[src/rtl/frtc_pkg.sv]
// shared types, constants and tag decode for the fix required tag checker
`default_nettype none
package frtc_pkg;

  localparam int unsigned NUM_TAGS = 26;

  typedef logic [NUM_TAGS-1:0] tag_mask_t;

  typedef logic [15:0] tag_num_t;

  localparam tag_num_t TAG_TABLE [NUM_TAGS] = '{
    16'd49, 16'd56, 16'd34, 16'd52,
    16'd11, 16'd21, 16'd38, 16'd40, 16'd54, 16'd55, 16'd60,
    16'd37, 16'd41, 16'd44, 16'd59,
    16'd6, 16'd14, 16'd17, 16'd31, 16'd32, 16'd39, 16'd150, 16'd151,
    16'd98, 16'd108,
    16'd45
  };

  localparam tag_mask_t HDR_MASK = 26'h000000F;

  localparam logic [7:0] MSG_NEW_ORDER  = 8'h44;
  localparam logic [7:0] MSG_CANCEL     = 8'h46;
  localparam logic [7:0] MSG_REPLACE    = 8'h47;
  localparam logic [7:0] MSG_EXEC_RPT   = 8'h38;
  localparam logic [7:0] MSG_LOGON      = 8'h41;
  localparam logic [7:0] MSG_REJECT     = 8'h33;
  localparam logic [7:0] MSG_SNAPSHOT   = 8'h57;

  localparam logic STATUS_OK      = 1'b0;
  localparam logic STATUS_MISSING = 1'b1;

  typedef struct packed {
    tag_num_t   tag_number;
    logic       tag_present;
    logic [7:0] msg_type;
    logic       end_of_message;
  } item_t;

  typedef struct packed {
    logic  valid;
    item_t item;
  } stage_t;

  function automatic tag_mask_t tag_bit(input tag_num_t tag);
    tag_mask_t m;
    m = '0;
    for (int i = 0; i < NUM_TAGS; i++) begin
      if (TAG_TABLE[i] == tag) begin
        m[i] = 1'b1;
      end
    end
    return m;
  endfunction

  function automatic tag_mask_t type_mask(input logic [7:0] t);
    tag_mask_t m;
    case (t)
      MSG_NEW_ORDER: m = 26'h00007F0;
      MSG_CANCEL:    m = 26'h0001F50;
      MSG_REPLACE:   m = 26'h0007FD0;
      MSG_EXEC_RPT:  m = 26'h07F8BD0;
      MSG_LOGON:     m = 26'h1800000;
      MSG_REJECT:    m = 26'h2000000;
      MSG_SNAPSHOT:  m = 26'h0000200;
      default:       m = '0;
    endcase
    return m;
  endfunction

endpackage
`default_nettype wire

[src/rtl/frtc_if.sv]
// request channel interfaces for tags in and verdicts out
`default_nettype none


interface frtc_verdict_if;
  logic valid;
  logic ready;
  logic status;

  modport source (output valid, status, input ready);
  modport sink (input valid, status, output ready);
endinterface
`default_nettype wire

[src/rtl/frtc_verdict.sv]
// seen bitmap update, required tag check and result register
`default_nettype none
module frtc_verdict (
  input  wire logic            clk,
  input  wire logic            rst,
  input  wire frtc_pkg::stage_t stage,
  output logic                 advance,
  frtc_verdict_if.source       verdict
);
  import frtc_pkg::*;

  tag_mask_t seen_bitmap;
  tag_mask_t seen_bitmap_next;
  tag_mask_t need;
  logic      out_valid;
  logic      status;
  logic      slot_free;

  assign slot_free = !out_valid || verdict.ready;
  assign advance   = stage.valid && (!stage.item.end_of_message || slot_free);

  always_comb begin
    seen_bitmap_next = seen_bitmap;
    if (stage.item.tag_present) begin
      seen_bitmap_next = seen_bitmap | tag_bit(stage.item.tag_number);
    end
    need = HDR_MASK | type_mask(stage.item.msg_type);
  end

  always_ff @(posedge clk) begin
    if (rst) begin
      seen_bitmap <= '0;
      out_valid   <= 1'b0;
    end else begin
      out_valid <= (advance && stage.item.end_of_message) || (out_valid && !verdict.ready);
      if (advance) begin
        if (stage.item.end_of_message) begin
          seen_bitmap <= '0;
        end else begin
          seen_bitmap <= seen_bitmap_next;
        end
      end
    end
  end

  always_ff @(posedge clk) begin
    if (advance && stage.item.end_of_message) begin
      status <= ((seen_bitmap_next & need) == need) ? STATUS_OK : STATUS_MISSING;
    end
  end

  assign verdict.valid  = out_valid;
  assign verdict.status = status;
endmodule
`default_nettype wire

[src/flat_wrapper.sv]
// flat-port wrapper written by rule: the top's interface ports become plain ports
module frtc_verdict_flat import frtc_pkg::*;
  (clk, rst, stage, advance, verdict_valid, verdict_status, verdict_ready);
  frtc_verdict_if verdict_i ();
  input  wire logic clk;
  input  wire logic rst;
  input  wire frtc_pkg::stage_t stage;
  output logic advance;
  output wire logic [$bits(verdict_i.valid)-1:0] verdict_valid;
  output wire logic [$bits(verdict_i.status)-1:0] verdict_status;
  input wire logic [$bits(verdict_i.ready)-1:0] verdict_ready;
  assign verdict_valid = verdict_i.valid;
  assign verdict_status = verdict_i.status;
  assign verdict_i.ready = verdict_ready;
  frtc_verdict u_core (.clk(clk), .rst(rst), .stage(stage), .advance(advance), .verdict(verdict_i));
endmodule
[config.mk]
export PLATFORM = sky130hd
export DESIGN_NAME = frtc_verdict_flat
export DESIGN_NICKNAME = d
export VERILOG_FILES = /design/src/rtl/frtc_pkg.sv /design/src/rtl/frtc_if.sv /design/src/rtl/frtc_verdict.sv /design/src/flat_wrapper.sv
export SDC_FILE = /design/constraint.sdc
export NUM_CORES = 1
export LEC_CHECK = 0
export ABC_AREA = 1
export BUFFER_PORTS_ARGS = -buffer_cell sky130_fd_sc_hd__buf_4
export CORE_MARGIN = 2
export CORE_UTILIZATION = 40
export DETAILED_ROUTE_END_ITERATION = 8
export PLACE_DENSITY = 0.62
export SYNTH_ARGS = -nofsm -noshare
export SYNTH_HDL_FRONTEND = slang
export SYNTH_SLANG_ARGS = --single-unit
[constraint.sdc]
create_clock -name clk -period 1.67 [get_ports clk]
set_clock_uncertainty 0.15 [all_clocks]
set_input_delay 0.4175 -clock clk [delete_from_list [all_inputs] [get_ports clk]]
set_output_delay 0.4175 -clock clk [all_outputs]
set_load 0.1 [all_outputs]
==> reports/summary.txt <==
Status -> complete, but fails checks
Failing checks -> setup timing
Fin crit share -> 1.05
Pwr dens -> 553 mW/mm2
Crit path DAT -> 1.65 ns
Initial antenna violation count -> 0
Worst Path Required -> 1.58 ns
Final antenna-violating net count -> 0
CTS sink cnt -> 28
Number of synthesized flops with an enable pin -> 1
Largest net degree at the start of global routing -> 26
Ys async rst share -> 0
RSZ-0062 raised after global routing -> true
GR Util All Layers -> 0.213
Worst-Margin Slew -> 0.283 ns
Vias in the first global route -> 1,960
Top cells by area, synth -> dfxtp_1, nor2_1, nand2_1
GP Congestion -> 0.860
Crit path launch type -> primary input
Fmax -> 0.572 GHz
Max Cap Viol -> 0
P_int -> 1.11 mW
Crit-path most repeated cell -> nand2_1
Clock latency on the worst-skew pair -> 0.28 ns
Sequential Power Share -> 0.445
Dominant synthesized flop cell -> dfxtp_1
Reg2Reg Setup Slack -> 0.10 ns
Number of synthesis warnings -> 0
Die H -> 73.1 um
Clock Tree Buf Depth -> 2
Count of state elements after synthesis -> 28
Post-synthesis sequential area ratio -> 0.299
Row cnt -> 25
Critical Path Sink Type -> register
Hold WC Path Type -> primary input to register
Vias/cell -> 4.86
Net Sw Frac -> 0.263
Most common cell in the netlist -> nor2_1
Iter 0 DRT Violations -> 113
Final Hold Vio Count -> 0
Part of the power in combinational logic -> 0.189
Clk slew on worst S/H paths -> 0.10 ns
Syn Nets -> 353
Initial Util -> 0.409
Synth top area share -> 0.283
Slew Viols, Final -> 0
DRT Pass-1 Iters -> 4
Peak supply drop -> 0.360 mV
CP Buf/Inv Count -> 2
Synth Instances -> 323
Mapped Area -> 0.00191 mm2
Critical setup path kind -> primary input to register
DIE WIDTH -> 73.1 um
Layout cells sized above 1 -> 0.301
Clk pwr share -> 0.366
Mapped Avg Cell Area -> 5.91 um2
Slew margin rel. -> 0.811
Die area -> 0.00534 mm2
Post-DP HPWL -> 3820 um
Buffers on Ports -> 32
Area delta synth->final -> 43.3%
Synth cell count leaders -> nor2_1, nand2_1, inv_1, dfxtp_1, nor3_1
TritonCTS clock tree -> done
Inst Count DP -> 444
ANT cells -> 0
Final non-filler cell total -> 450
CTS root buf -> clkbuf_8
Switch Pwr -> 0.398 mW
Htree depth -> 1
Final worst slack -> -0.0772 ns
Critical path's largest stage delay -> 0.18 ns
Worst path cell trace -> buf_4, nor2_1, nand2_1, nor2_4, buf_12, nand2_1, nand3b_1, nand2_1, nor2_1, nand2_1, nor2_2, nand2_1
Total power -> 1.51 mW
DRC violations left -> 0
Layout Utilization -> 0.587
Post-layout min period -> 1.75 ns
Yosys top cell by area -> dfxtp_1
Ports -> 33
Crit path max fanout -> 16
Wirelength per Cell -> 11.8 um
Nets -> 427
Core area -> 0.00466 mm2
Via count -> 2,186
Cell family with most CP delay -> simple AND/OR/NAND/NOR gates
Number of hold buffers added after CTS -> 0
First-pass GRT wire length -> 8800 um
Grt total ovfl -> 0
DRT Wirelength -> 5310 um
Slowest cell on the critical path -> nor2_4
P_leak -> 1.25 nW
Final setup violation count -> 2
TritonCTS Buffers -> 3
Netlist cell types -> 23
cells in the final DEF (no fill, tap or decap):
master | netlist | layout
nor3_1 | 20 | 17
nor3_2 | 0 | 3
nor2_1 | 81 | 72
bufinv_16 | 0 | 1
a21o_1 | 3 | 3
nor3b_2 | 0 | 3
a211oi_1 | 5 | 2
nor2_2 | 4 | 8
dfxtp_1 | 27 | 26
nor2_4 | 2 | 7
a21oi_1 | 19 | 19
nand2_1 | 76 | 75
nand3_2 | 0 | 3
nand3b_1 | 14 | 14
nand2_2 | 4 | 5
inv_1 | 36 | 34
nand3_1 | 15 | 12
inv_2 | 2 | 4
o21ai_0 | 1 | 1
clkbuf_8 | 0 | 3
nand4_1 | 1 | 1
edfxtp_1 | 1 | 1
buf_12 | 0 | 4
o21ai_2 | 1 | 1
dfxtp_4 | 0 | 1
a211oi_2 | 0 | 3
buf_4 | 4 | 73
per-stage QoR:
step                area (um2)  TNS [ns]  hold WS (ns)  setup WS [ns]
floorplan                 1930   -0.0814         0.278        -0.0419
global placement          2510    -0.598         0.292         -0.393
detailed placement        2510    -0.784         0.302         -0.434
CTS                       2690    -0.207         0.255         -0.143
global route              2730    -0.321         0.277         -0.180
finish                    2730    -0.153         0.258        -0.0772
sequential cells by signal, summed over array words and instances (netlist names):
register,count
u_core.seen_bitmap,26
u_core.verdict.status,1
u_core.verdict.valid,1
worst reg2reg max path, delay by kind of cell, from the launching register on:
kind / cells / cell delay [ns]
simple gates: 3 / 0.21
flops: 1 / 0.36
buf+inv: 5 / 0.47
compound gates: 2 / 0.31
power by group through the flow:
stage	sequential [mW]	combinational [mW]	clock, mW
global route	0.673	0.314	0.591
CTS	0.673	0.277	0.572
floorplan	0.701	0.125	0
global placement	0.688	0.257	0
finish	0.673	0.286	0.555
detailed placement	0.688	0.260	0
repair_timing:
action,CTS,global route
buffers inserted,2,0
pin swaps,5,6
gates cloned,1,0
gates resized for setup,15,18
hold endpoints to repair,0,0
endpoints found under the setup margin,2,28
area by class of cell:
class / instances / area (um2)
clock buffer: 3 / 41.3
clock inverter: 1 / 30.0
fill: 458 / 1930
inverter: 38 / 143
multi-input combinational: 249 / 1250
sequential: 28 / 574
tap: 54 / 67.6
timing repair buffer: 77 / 628
routing by layer:
metal / track usage / part of all wire / routed length (um)
met1: 0.269 / 0.44 / 2340
met2: 0.384 / 0.50 / 2670
met3: 0.0207 / 0.039 / 208
met4: 0.0556 / 0.017 / 89
met5: 0 / 0 / 0
logic make-up after synthesis:
group | Yosys count | synth area share
flip-flops | 28 | 0.299
buffers and inverters | 46 | 0.104
AND/OR/NAND/NOR | 220 | 0.509
AO/OA/AOI/OAI | 29 | 0.0885
worst paths after layout:
kind,start,to,depth (start not counted)
hold / removal,rst,u_core.verdict.valid,4
setup reg to reg,u_core.verdict.valid,u_core.seen_bitmap[18],10
setup / recovery,stage[25],u_core.verdict.status,12
hold reg to reg,u_core.seen_bitmap[0],u_core.seen_bitmap[0],2
No activity file was read; power rests on OpenSTA's default activity.
